==> config.mk <==
export PLATFORM = sky130hd
export DESIGN_NAME = touch_coordinate_filter
export DESIGN_NICKNAME = d
export VERILOG_FILES = /design/src/rtl/tcf_pkg.sv /design/src/rtl/tcf_axis.sv /design/src/rtl/tcf_merge.sv /design/src/rtl/touch_coordinate_filter.sv
export SDC_FILE = /design/constraint.sdc
export NUM_CORES = 2
export LEC_CHECK = 0
export ABC_AREA = 1
export BUFFER_PORTS_ARGS = -buffer_cell sky130_fd_sc_hd__clkbuf_2
export CAP_MARGIN = 20
export CORE_ASPECT_RATIO = 0.75
export CORE_MARGIN = 5
export CORE_UTILIZATION = 45
export CTS_CLUSTER_SIZE = 40
export DETAILED_ROUTE_END_ITERATION = 10
export PLACE_DENSITY_LB_ADDON = 0.12
export REMOVE_ABC_BUFFERS = 1
export SLEW_MARGIN = 20
export SYNTH_ARGS = -nofsm -noshare
export SYNTH_HDL_FRONTEND = slang
export SYNTH_HIERARCHICAL = 1
export SYNTH_SLANG_ARGS = --single-unit
export TNS_END_PERCENT = 30
==> constraint.sdc <==
create_clock -name clk -period 8.45 [get_ports clk]
set_input_delay 0.845 -clock clk [delete_from_list [all_inputs] [get_ports clk]]
set_output_delay 0.845 -clock clk [all_outputs]
set_load 0.03 [all_outputs]
==> src/rtl/tcf_pkg.sv <==
`default_nettype none

package tcf_pkg;

  localparam int SAMPLE_BITS  = 12;
  localparam int MEDIAN_TAPS  = 5;
  localparam int AVERAGE_TAPS = 4;

  localparam logic [SAMPLE_BITS-1:0] MAX_JUMP_RESET = SAMPLE_BITS'(400);

  // median window indexing
  localparam int MED_IDX_W = (MEDIAN_TAPS > 1) ? $clog2(MEDIAN_TAPS) : 1;
  localparam int MED_CNT_W = $clog2(MEDIAN_TAPS + 1);
  localparam int MED_MID   = MEDIAN_TAPS / 2;

  // average window indexing and divide-by-fill reciprocal
  localparam int AVG_IDX_W = (AVERAGE_TAPS > 1) ? $clog2(AVERAGE_TAPS) : 1;
  localparam int AVG_CNT_W = $clog2(AVERAGE_TAPS + 1);
  localparam int SUM_W     = SAMPLE_BITS + $clog2(AVERAGE_TAPS);
  localparam int DIV_SHIFT = SUM_W + AVG_CNT_W;
  localparam int RECIP_W   = DIV_SHIFT + 1;
  localparam int PROD_W    = SUM_W + RECIP_W;

  // stream packing
  localparam int TDATA_W    = ((2 * SAMPLE_BITS + 7) / 8) * 8;
  localparam int IN_TUSER_W = 2;
  localparam int TU_VALID   = 0;
  localparam int TU_PEN     = 1;

  typedef struct packed {
    logic start;   // run one sample through the filter chain
    logic reseed;  // clear windows and clamp history first
  } lane_cmd_t;

  typedef struct packed {
    logic req;     // an event is waiting to go out
    logic check;   // drop it if the position did not change
    logic pen;     // pen state carried with the event
  } emit_t;

endpackage

`default_nettype wire

==> src/rtl/tcf_axis.sv <==
`default_nettype none

module tcf_axis (
  input  wire                                   clk,
  input  wire                                   rst,
  input  wire  tcf_pkg::lane_cmd_t              cmd,
  input  wire  logic [tcf_pkg::SAMPLE_BITS-1:0] max_jump,
  input  wire  logic [tcf_pkg::SAMPLE_BITS-1:0] sample,
  output logic                                  busy,
  output logic                                  done,
  output logic [tcf_pkg::SAMPLE_BITS-1:0]       filtered
);

  localparam int SB   = tcf_pkg::SAMPLE_BITS;
  localparam int MT   = tcf_pkg::MEDIAN_TAPS;
  localparam int AT   = tcf_pkg::AVERAGE_TAPS;
  localparam int MIW  = tcf_pkg::MED_IDX_W;
  localparam int MCW  = tcf_pkg::MED_CNT_W;
  localparam int AIW  = tcf_pkg::AVG_IDX_W;
  localparam int ACW  = tcf_pkg::AVG_CNT_W;
  localparam int LIMW = MCW + 1;

  // stage flags: window written, median held, average written, sum held, product held
  logic [4:0] stg;

  logic [SB-1:0]  last_acc;
  logic           seeded;
  logic [SB-1:0]  med_win [MT];
  logic [MCW-1:0] med_fill;
  logic [MIW-1:0] med_pos;
  logic [SB-1:0]  med_q;
  logic [SB-1:0]  avg_win [AT];
  logic [ACW-1:0] avg_fill;
  logic [AIW-1:0] avg_pos;
  logic [tcf_pkg::SUM_W-1:0]  sum_q;
  logic [tcf_pkg::PROD_W-1:0] prod_q;

  // clamp against the last accepted sample
  logic [SB-1:0]  diff;
  logic [SB-1:0]  clamped;
  logic [MIW-1:0] med_pos_eff;
  logic [MCW-1:0] med_fill_eff;

  always_comb begin
    diff         = (sample > last_acc) ? sample - last_acc : last_acc - sample;
    clamped      = (seeded && !cmd.reseed && diff > max_jump) ? last_acc : sample;
    med_pos_eff  = cmd.reseed ? '0 : med_pos;
    med_fill_eff = cmd.reseed ? '0 : med_fill;
  end

  // median: pad unfilled taps low and high so the middle tap of a full
  // sort equals the upper middle of the filled taps
  logic [LIMW-1:0] fill_x;
  logic [LIMW-1:0] pad_lim;
  logic [SB-1:0]   srt [MT];
  logic [SB-1:0]   tmp;

  always_comb begin
    fill_x  = {1'b0, med_fill};
    pad_lim = fill_x + LIMW'(tcf_pkg::MED_MID) - (fill_x >> 1);
    for (int i = 0; i < MT; i++) begin
      if (LIMW'(i) < fill_x) begin
        srt[i] = med_win[i];
      end else if (LIMW'(i) < pad_lim) begin
        srt[i] = '0;
      end else begin
        srt[i] = '1;
      end
    end
    tmp = '0;
    // odd-even transposition sort
    for (int st = 0; st < MT; st++) begin
      for (int i = (st & 1); i + 1 < MT; i += 2) begin
        if (srt[i] > srt[i+1]) begin
          tmp      = srt[i];
          srt[i]   = srt[i+1];
          srt[i+1] = tmp;
        end
      end
    end
  end

  // sum of the filled average taps
  logic [tcf_pkg::SUM_W-1:0] sum_next;

  always_comb begin
    sum_next = '0;
    for (int i = 0; i < AT; i++) begin
      if (ACW'(i) < avg_fill) begin
        sum_next = sum_next + tcf_pkg::SUM_W'(avg_win[i]);
      end
    end
  end

  // reciprocal of each possible fill count
  logic [tcf_pkg::RECIP_W-1:0] recip_tab [AT];

  for (genvar Div = 1; Div <= AT; Div++) begin : g_recip
    localparam longint unsigned Rc =
      ((longint'(1) << tcf_pkg::DIV_SHIFT) + longint'(Div) - 1) / longint'(Div);
    assign recip_tab[Div-1] = tcf_pkg::RECIP_W'(Rc);
  end

  logic [ACW-1:0] fill_m1;
  assign fill_m1 = avg_fill - 1'b1;

  // payload storage
  always_ff @(posedge clk) begin
    if (cmd.start) begin
      med_win[med_pos_eff] <= clamped;
    end
    if (stg[0]) begin
      med_q <= srt[tcf_pkg::MED_MID];
    end
    if (stg[1]) begin
      avg_win[avg_pos] <= med_q;
    end
    if (stg[2]) begin
      sum_q <= sum_next;
    end
    if (stg[3]) begin
      prod_q <= tcf_pkg::PROD_W'(sum_q) * tcf_pkg::PROD_W'(recip_tab[fill_m1[AIW-1:0]]);
    end
  end

  always_ff @(posedge clk) begin
    if (rst) begin
      stg      <= '0;
      last_acc <= '0;
      seeded   <= 1'b0;
      med_fill <= '0;
      med_pos  <= '0;
      avg_fill <= '0;
      avg_pos  <= '0;
      filtered <= '0;
    end else begin
      stg <= {stg[3:0], cmd.start};
      if (cmd.reseed) begin
        seeded   <= 1'b0;
        med_fill <= '0;
        med_pos  <= '0;
        avg_fill <= '0;
        avg_pos  <= '0;
      end
      if (cmd.start) begin
        last_acc <= clamped;
        seeded   <= 1'b1;
        med_pos  <= (med_pos_eff == MIW'(MT - 1)) ? '0 : med_pos_eff + 1'b1;
        med_fill <= (med_fill_eff == MCW'(MT)) ? med_fill_eff : med_fill_eff + 1'b1;
      end
      if (stg[1]) begin
        avg_pos  <= (avg_pos == AIW'(AT - 1)) ? '0 : avg_pos + 1'b1;
        avg_fill <= (avg_fill == ACW'(AT)) ? avg_fill : avg_fill + 1'b1;
      end
      if (stg[4]) begin
        filtered <= prod_q[tcf_pkg::DIV_SHIFT +: SB];
      end
    end
  end

  assign busy = |stg;
  assign done = stg[4];

endmodule

`default_nettype wire

==> src/rtl/tcf_merge.sv <==
`default_nettype none

module tcf_merge (
  input  wire                                   clk,
  input  wire                                   rst,
  input  wire  tcf_pkg::emit_t                  emit,
  input  wire  logic [tcf_pkg::SAMPLE_BITS-1:0] x_new,
  input  wire  logic [tcf_pkg::SAMPLE_BITS-1:0] y_new,
  input  wire  logic [tcf_pkg::SAMPLE_BITS-1:0] x_prev,
  input  wire  logic [tcf_pkg::SAMPLE_BITS-1:0] y_prev,
  output logic                                  emit_done,
  output logic                                  m_axis_tvalid,
  input  wire                                   m_axis_tready,
  output logic [tcf_pkg::TDATA_W-1:0]           m_axis_tdata,  // x_filtered, y_filtered
  output logic                                  m_axis_tuser   // pen_state
);

  logic same;
  logic free;
  logic load;

  assign same      = emit.check && (x_new == x_prev) && (y_new == y_prev);
  assign free      = !m_axis_tvalid || m_axis_tready;
  assign load      = emit.req && !same && free;
  assign emit_done = emit.req && (same || free);

  always_ff @(posedge clk) begin
    if (load) begin
      m_axis_tdata <= tcf_pkg::TDATA_W'({y_new, x_new});
      m_axis_tuser <= emit.pen;
    end
  end

  always_ff @(posedge clk) begin
    if (rst) begin
      m_axis_tvalid <= 1'b0;
    end else if (load) begin
      m_axis_tvalid <= 1'b1;
    end else if (m_axis_tready) begin
      m_axis_tvalid <= 1'b0;
    end
  end

endmodule

`default_nettype wire

==> src/rtl/touch_coordinate_filter.sv <==
// Samples are taken one at a time: a pen-pressed sample runs through the six-step
// axis lane chain (clamp, median sort, average write, sum, reciprocal multiply,
// scale) and then the output load, and no new sample is accepted until that event
// has gone to the master side or been dropped, so a stall there holds the input;
// a release goes straight to the output load, and an ignored sample is discarded.
// Reset (rst, synchronous, high) clears pen state, fill counts and max_jump to 400.
`default_nettype none

module touch_coordinate_filter (
  input  wire                                   clk,
  input  wire                                   rst,
  input  wire                                   cfg_we,
  input  wire  logic [tcf_pkg::SAMPLE_BITS-1:0] cfg_data,
  input  wire                                   s_axis_tvalid,
  output logic                                  s_axis_tready,
  input  wire  logic [tcf_pkg::TDATA_W-1:0]     s_axis_tdata,  // x_raw, y_raw
  input  wire  logic [tcf_pkg::IN_TUSER_W-1:0]  s_axis_tuser,  // sample_valid, pen_pressed
  output logic                                  m_axis_tvalid,
  input  wire                                   m_axis_tready,
  output logic [tcf_pkg::TDATA_W-1:0]           m_axis_tdata,  // x_filtered, y_filtered
  output logic                                  m_axis_tuser   // pen_state
);

  localparam int SB = tcf_pkg::SAMPLE_BITS;

  typedef enum logic [2:0] {
    S_IDLE = 3'b001,
    S_RUN  = 3'b010,
    S_EMIT = 3'b100
  } state_t;

  state_t         state;
  logic           pen_down;
  logic [SB-1:0]  max_jump;
  logic [SB-1:0]  x_prev;
  logic [SB-1:0]  y_prev;
  logic           emit_check;
  logic           emit_pen;

  logic               acc;
  logic               smp_valid;
  logic               smp_pen;
  tcf_pkg::lane_cmd_t cmd;
  tcf_pkg::emit_t     emit;
  logic               emit_done;
  logic               x_busy, y_busy;
  logic               x_done, y_done;
  logic [SB-1:0]      x_filt, y_filt;

  assign s_axis_tready = (state == S_IDLE);
  assign acc           = s_axis_tvalid && s_axis_tready;
  assign smp_valid     = s_axis_tuser[tcf_pkg::TU_VALID];
  assign smp_pen       = s_axis_tuser[tcf_pkg::TU_PEN];

  always_comb begin
    cmd.start  = acc && smp_valid && smp_pen;
    cmd.reseed = acc && smp_valid && (smp_pen ? !pen_down : pen_down);
  end

  tcf_axis u_x (
    .clk      (clk),
    .rst      (rst),
    .cmd      (cmd),
    .max_jump (max_jump),
    .sample   (s_axis_tdata[SB-1:0]),
    .busy     (x_busy),
    .done     (x_done),
    .filtered (x_filt)
  );

  tcf_axis u_y (
    .clk      (clk),
    .rst      (rst),
    .cmd      (cmd),
    .max_jump (max_jump),
    .sample   (s_axis_tdata[2*SB-1:SB]),
    .busy     (y_busy),
    .done     (y_done),
    .filtered (y_filt)
  );

  always_comb begin
    emit.req   = (state == S_EMIT);
    emit.check = emit_check;
    emit.pen   = emit_pen;
  end

  tcf_merge u_merge (
    .clk           (clk),
    .rst           (rst),
    .emit          (emit),
    .x_new         (x_filt),
    .y_new         (y_filt),
    .x_prev        (x_prev),
    .y_prev        (y_prev),
    .emit_done     (emit_done),
    .m_axis_tvalid (m_axis_tvalid),
    .m_axis_tready (m_axis_tready),
    .m_axis_tdata  (m_axis_tdata),
    .m_axis_tuser  (m_axis_tuser)
  );

  // hold the position seen before a move so the merge can drop unchanged ones
  always_ff @(posedge clk) begin
    if (acc) begin
      x_prev     <= x_filt;
      y_prev     <= y_filt;
      emit_check <= smp_pen && pen_down;
      emit_pen   <= smp_pen;
    end
  end

  always_ff @(posedge clk) begin
    if (rst) begin
      state    <= S_IDLE;
      pen_down <= 1'b0;
      max_jump <= tcf_pkg::MAX_JUMP_RESET;
    end else begin
      if (cfg_we) begin
        max_jump <= cfg_data;
      end
      unique case (state)
        S_IDLE: begin
          if (acc && smp_valid) begin
            if (smp_pen) begin
              pen_down <= 1'b1;
              state    <= S_RUN;
            end else if (pen_down) begin
              pen_down <= 1'b0;
              state    <= S_EMIT;
            end
          end
        end
        S_RUN: begin
          if (x_done) begin
            state <= S_EMIT;
          end
        end
        S_EMIT: begin
          if (emit_done) begin
            state <= S_IDLE;
          end
        end
        default: state <= S_IDLE;
      endcase
    end
  end

  a_idle_lanes: assert property (@(posedge clk) disable iff (rst)
    s_axis_tready |-> (!x_busy && !y_busy))
    else $error("input ready while a lane is still working");

  a_lockstep: assert property (@(posedge clk) disable iff (rst)
    (x_done == y_done) && (x_busy == y_busy))
    else $error("axis lanes out of step");

  a_press_runs: assert property (@(posedge clk) disable iff (rst)
    (acc && smp_valid && smp_pen) |=> (state == S_RUN))
    else $error("pressed sample did not start the lanes");

endmodule

`default_nettype wire
Word level (Yosys, flattened, before mapping)
Memories as Yosys holds them, arrays and structs flattened.
Cells that the tools add are included.
{"block": "word_totals", "register_bits": 259, "mem_bits_rw": 216, "in_bits": 43, "out_inout_bits": 27, "mem_count": 4}
{"block": "classes", "add_sub_neg": 24, "multipliers": 2, "n_lt_le_gt_ge": 52, "n_eq_ne": 19, "n_mux": 96, "bitwise": 2, "reduce_logical": 27}
{"name": "u_x.med_win", "words": 5, "word_bits": 12, "read_ports": 5, "rd_ports_with_merged_regs": 0, "write_ports": 1, "line": "tcf_axis.sv:28", "rtl": "logic [SB-1:0] med_win [MT];"}
{"name": "u_y.med_win", "words": 5, "word_bits": 12, "read_ports": 5, "rd_ports_with_merged_regs": 0, "write_ports": 1, "line": "tcf_axis.sv:28"}
{"name": "u_x.avg_win", "words": 4, "word_bits": 12, "read_ports": 4, "rd_ports_with_merged_regs": 0, "write_ports": 1, "line": "tcf_axis.sv:32", "rtl": "logic [SB-1:0] avg_win [AT];"}
{"name": "u_y.avg_win", "words": 4, "word_bits": 12, "read_ports": 4, "rd_ports_with_merged_regs": 0, "write_ports": 1, "line": "tcf_axis.sv:32"}
{"cell": "$mux 12", "n": 30}
{"cell": "$mux 24", "n": 14}
{"cell": "$gt 12x12->1", "n": 22}
{"cell": "$mux 14", "n": 6}
{"cell": "$bmux 18 s2", "n": 2}
{"cell": "$mux 18", "n": 4}
{"cell": "$mux 3", "n": 22}
{"cell": "$mul 14x18->29", "n": 2}
{"cell": "$add 14x12->14", "n": 4}
{"cell": "$sub 12x12->12", "n": 4}
{"cell": "$add 12x12->13", "n": 2}
{"cell": "$eq 12x12->1", "n": 2}
{"cell": "$lt 1x3->1 const A", "n": 8}
{"cell": "$lt 2x3->1 const A", "n": 8}
{"cell": "$eq 3x3->1 const B", "n": 7}
{"cell": "$add 3x1->3 const B", "n": 6}
{"cell": "$lt 1x4->1 const A", "n": 4}
{"cell": "$lt 2x4->1 const A", "n": 4}
{"cell": "$logic_and 1x1->1", "n": 13}
{"cell": "$mux 1", "n": 12}
{"cell": "$mux 2", "n": 5}
{"cell": "$pmux 3 s3", "n": 1}
{"cell": "$add 3x2->4 const B", "n": 2}
{"cell": "$lt 3x4->1 const A", "n": 2}
{"cell": "other kinds (17)", "n": 36}

Logic depth before layout (Yosys ltp)
{"block": "logic_depth", "word_depth": 15, "mapped_depth": 72, "mapped_depth_nobuf": 66}

Modules after synthesis
The synthesis kept the hierarchy.
{"module": "tcf_axis at u_x", "instances": 1, "cells_per_inst": 2677, "area_each_um2": 20709.9, "seq_area_each_um2": 5205.0}
{"module": "tcf_axis at u_y", "instances": 1, "cells_per_inst": 2667, "area_each_um2": 20214.4, "seq_area_each_um2": 5205.0}
{"module": "touch_coordinate_filter", "instances": 1, "cells_per_inst": 121, "area_each_um2": 1492.7, "seq_area_each_um2": 1101.1}
{"module": "tcf_merge", "instances": 1, "cells_per_inst": 136, "area_each_um2": 1226.2, "seq_area_each_um2": 770.7}

Worst setup path after synthesis
OpenSTA, ideal clock, no wires.
{"block": "synth_path", "path_type": "register to register", "startpoint": "register u_y.med_fill[1]", "endpoint": "register u_y.med_q[10] (data pin)", "setup_ns": 0.254, "arrival_time_ns": 8.268, "path_slack_ns": -0.072, "path_stages_with_launch": 60, "path_buffers": 6, "cell_sequence": "dfxtp_1 > ha_1 > inv_1 > fa_1 > inv_1 > o21ai_0 > nand2_1 > buf_2 > o21ai_0 > inv_1 > ha_1 > nand4_1 > nor3_1 > nand2_1 > nand2_2 > buf_4 > nand2_1 > and2_1 > [24 not listed] > nand2_1 > o2111ai_1 > o21ai_0 > inv_1 > clkbuf_1 > nand3_1 > and2_1 > ha_1 > nand2_1 > inv_1 > nand3_1 > nor3_1 > inv_1 > o22ai_1 > inv_1 > clkbuf_1 > nand3_1 > nand2_1"}
{"element": "start, declared", "line": "tcf_axis.sv:29", "rtl": "logic [MCW-1:0] med_fill;"}
{"element": "start signal, assigned", "line": "tcf_axis.sv:149", "rtl": "med_fill <= (med_fill_eff == MCW'(MT)) ? med_fill_eff : med_fill_eff + 1'b1;"}
{"element": "end signal, assigned", "line": "tcf_axis.sv:113", "rtl": "med_q <= srt[tcf_pkg::MED_MID];"}
{"element": "end, declared", "line": "tcf_axis.sv:31", "rtl": "logic [SB-1:0] med_q;"}

==> results.md <==
Status:
- The run finished, with violations left.
- The checks that failed: negative setup slack.

Floorplanning:
- The area of the die is approximately 100000 µm².
- The die extent in y is 280 µm.
- For this configuration, the core starts out at a cell density of between 40% and 50%.
- The initialized floorplan defines between 90 and 100 standard-cell rows.
- In this run the count of I/O pins placed on the die edge is 70.
- The width of the die is ~370 µm.
- The region available for standard cell placement spans 95800 µm².

Global routing:
- For this run, the total global-route usage over all layers was measured as 25.2%.
- The largest net degree at the start of global routing is 29.
- The via count of the first global-routing pass is 37700.
- The first global-routing pass estimated between 200 and 250 mm of wire.
- After global routing the overflow that remains totals 0.
- The number of antenna violations at the first check in global routing is 6.

Setup path:
- The slowest stage of the critical path belongs to the cell sky130_fd_sc_hd__fa_2.
- Broken down by cell family, the worst path's largest delay share belongs to simple AND/OR/NAND/NOR gates.
- The setup slack of the worst register-to-register path is -540 ps.
- Counting stages on the worst path, the most repeated cell is sky130_fd_sc_hd__nand2_1.
- STA classifies the critical path startpoint as a register.
- STA puts the critical path data arrival time at about 9300 ps.
- The required time at the endpoint of the critical path is 8800 ps.
- The delay of the slowest cell on the worst path is ~540 ps.
- STA classifies the critical path endpoint as a register.
- The maximum fanout count along the critical path is 8.
- The count of buffering cells on the critical path with inverters included is 19.
- The startpoint-to-endpoint class of the critical path is register to register.

Cells and area:
- The synthesis-to-finish area growth is 29.8%.
- After the flow finishes, the layout carries non-filler instances totaling ~7800.
- In the final layout, the share of cells above drive strength 1 is between 20% and 30%.
- The share of the core filled with cells is about three fifths.
- For this run, the post-layout net count is between 7000 and 8000.
- The final-layout fill cell count is roughly 8700.

STA:
- Setup repair after global routing could not meet its margin everywhere.
- The number of pins with negative max-slew slack in the final report is 0.
- The setup slack of the critical path after layout is -538 ps.
- After layout, the worst path uses 106% of the clock period.
- The worst clock skew is 29.0 ps.
- The highest attainable clock frequency is between 100 and 150 MHz.
- The smallest clock period supported by the final layout is computed as approximately 9000 ps.
- The final-report setup violation count is 24.
- For the pin with the worst max-slew slack, the measured transition is between 1000 and 1500 ps.
- The headroom to the max-slew limit is between 20% and 30%.
- The number of hold-slack violations in the final timing report came to 0.

Detailed routing:
- The iteration count of the initial detailed-routing pass is 5.
- The total vias in the final route is around 40000.
- After detailed routing, the average wire length per cell comes to 17.4 µm.
- The DRC violations left is 0.
- The first routing iteration left around 3000 violations.
- The remaining antenna violation count after routing is 0.
- Summed over all layers, the routed wires come to approximately 140 mm.
- The via-per-instance ratio is between 5 and 6.

Clocking:
- Hold repair after CTS inserted 0 buffers.
- The latest clock arrival within the worst-skew pair is approximately 620 ps.
- The clock drives approximately 440 sinks.
- The number of levels in the clock H-tree is 2.
- The buffer levels on the longest clock path is 3.
- The number of buffers added by the clock tree synthesis step is 49.
- The clock tree from TritonCTS is done.
- Clock-pin slew was measured on the worst setup and hold paths at roughly 60 ps.
- The tree is rooted in a sky130_fd_sc_hd__clkbuf_16.

Synth:
- In this run the mean area of a mapped cell was between 7 and 8 µm².
- After technology mapping, the gate count stands at roughly 5600.
- The synthesized area is between 40000 and 50000 µm².
- During synthesis, Yosys emitted a total of 6 warnings.

Placement:
- The quantity of I/O buffers inserted on ports is 69.
- The congestion estimate from routability-driven global placement came to ~0.96.
- The number of placed instances, taps included, is 7581.
- The half-perimeter wire length after placement is between 100 and 150 mm.

Flow run:
- The reported max-cap violation count is 0.

Min path:
- The path class of the tightest hold or removal check is register to register.
[worst paths after layout]
kind,depth (start not counted),endpoint,startpoint
max,61,u_y/med_q[4],u_y/med_fill[0]
min,0,u_merge/m_axis_tuser,emit_pen
max reg2reg,61,u_y/med_q[4],u_y/med_fill[0]
min reg2reg,0,u_merge/m_axis_tuser,emit_pen
[what timing repair did]
item                                    in CTS  in global routing
hold endpoints to repair                     0                  0
endpoints found under the setup margin      24                 24
gates cloned                                15                 15
resized for setup                          341                395
pin swaps                                   70                104
buffers inserted                            38                 37
[per-layer routing]
layer / track usage, % / share of wire (%)
met5: 0 / 0.0096
met4: 4.48 / 1.8
met3: 5.19 / 7.8
met2: 34.8 / 39
met1: 40.4 / 51
[through the flow]
step	worst slack (ps)	hold slack, ps	area [µm²]	TNS, ps
2_1_floorplan	-2170	400	42900	-45780
3_3_place_gp	-900	403	50600	-13650
4_1_cts	-363	420	54300	-6490
6_report	-538	428	56600	-9200
3_5_place_dp	-876	405	50600	-15390
5_1_grt	-1060	426	56600	-20070
[flip-flops by register name (all words and copies together), names as in the netlist, 5 cells and up]
register / flops
u_x/med_win: 60
u_y/med_win: 60
u_x/avg_win: 48
u_y/avg_win: 48
u_merge/m_axis_tdata: 24
u_x/sum_q: 14
u_y/sum_q: 14
max_jump: 12
u_x/filtered: 12
u_x/last_acc: 12
u_x/med_q: 12
u_x/prod_q: 12
u_y/filtered: 12
u_y/last_acc: 12
u_y/med_q: 12
u_y/prod_q: 12
x_prev: 12
y_prev: 12
u_x/stg: 5
u_y/stg: 5
[final cells by class]
| class | count | area (µm²) | area share [%] |
|---|---|---|---|
| multi-input cells | 4076 | 30100 | 53.1 |
| flip-flops and latches | 442 | 12300 | 21.7 |
| repair buffers | 912 | 7330 | 12.9 |
| inverters | 950 | 3600 | 6.35 |
| well taps | 1300 | 1630 | 2.87 |
| clock buffers | 63 | 1400 | 2.48 |
| clock inverters | 28 | 259 | 0.457 |
| repair inverters | 6 | 42.5 | 0.0751 |
| diodes | 2 | 5.00 | 0.00884 |
[worst reg2reg max path, delay by kind of cell (launching register included)]
family | cells | cell delay (ps)
AOI/OAI and AO/OA | 9 | 1270
adders and majority gates | 7 | 2100
buffers and inverters | 19 | 2170
DFF | 1 | 330
and+or+nand+nor | 26 | 2850
[placed cells by master, fill, tap and decap left out, types with 19 or more instances in the layout]
master,count
sky130_fd_sc_hd__xnor2_1,36
sky130_fd_sc_hd__and2_1,39
sky130_fd_sc_hd__a21o_1,24
sky130_fd_sc_hd__nor2_1,341
sky130_fd_sc_hd__o21a_1,21
sky130_fd_sc_hd__a21oi_2,21
sky130_fd_sc_hd__o21ai_0,236
sky130_fd_sc_hd__and2_4,39
sky130_fd_sc_hd__o21ai_1,78
sky130_fd_sc_hd__o21ai_2,28
sky130_fd_sc_hd__ha_1,532
sky130_fd_sc_hd__nand2_1,1107
sky130_fd_sc_hd__fa_1,172
sky130_fd_sc_hd__o22ai_1,24
sky130_fd_sc_hd__nand2_2,120
sky130_fd_sc_hd__nor3_1,36
sky130_fd_sc_hd__inv_1,909
sky130_fd_sc_hd__buf_4,758
sky130_fd_sc_hd__clkbuf_16,58
sky130_fd_sc_hd__edfxtp_1,343
sky130_fd_sc_hd__nand3_4,56
sky130_fd_sc_hd__nor2_2,28
sky130_fd_sc_hd__dfxtp_1,96
sky130_fd_sc_hd__ha_4,67
sky130_fd_sc_hd__a21oi_1,233
sky130_fd_sc_hd__nand3_1,391
sky130_fd_sc_hd__inv_2,32
sky130_fd_sc_hd__nand2_4,25
sky130_fd_sc_hd__nand4_1,45
sky130_fd_sc_hd__nand3_2,158
sky130_fd_sc_hd__xor2_1,63
sky130_fd_sc_hd__buf_12,19
sky130_fd_sc_hd__clkbuf_2,69
sky130_fd_sc_hd__nor2_4,20
sky130_fd_sc_hd__buf_6,47
Power is left out: the tool's default activity adds up to more than one toggle a clock period on the data nets, which glitch-free logic cannot reach.
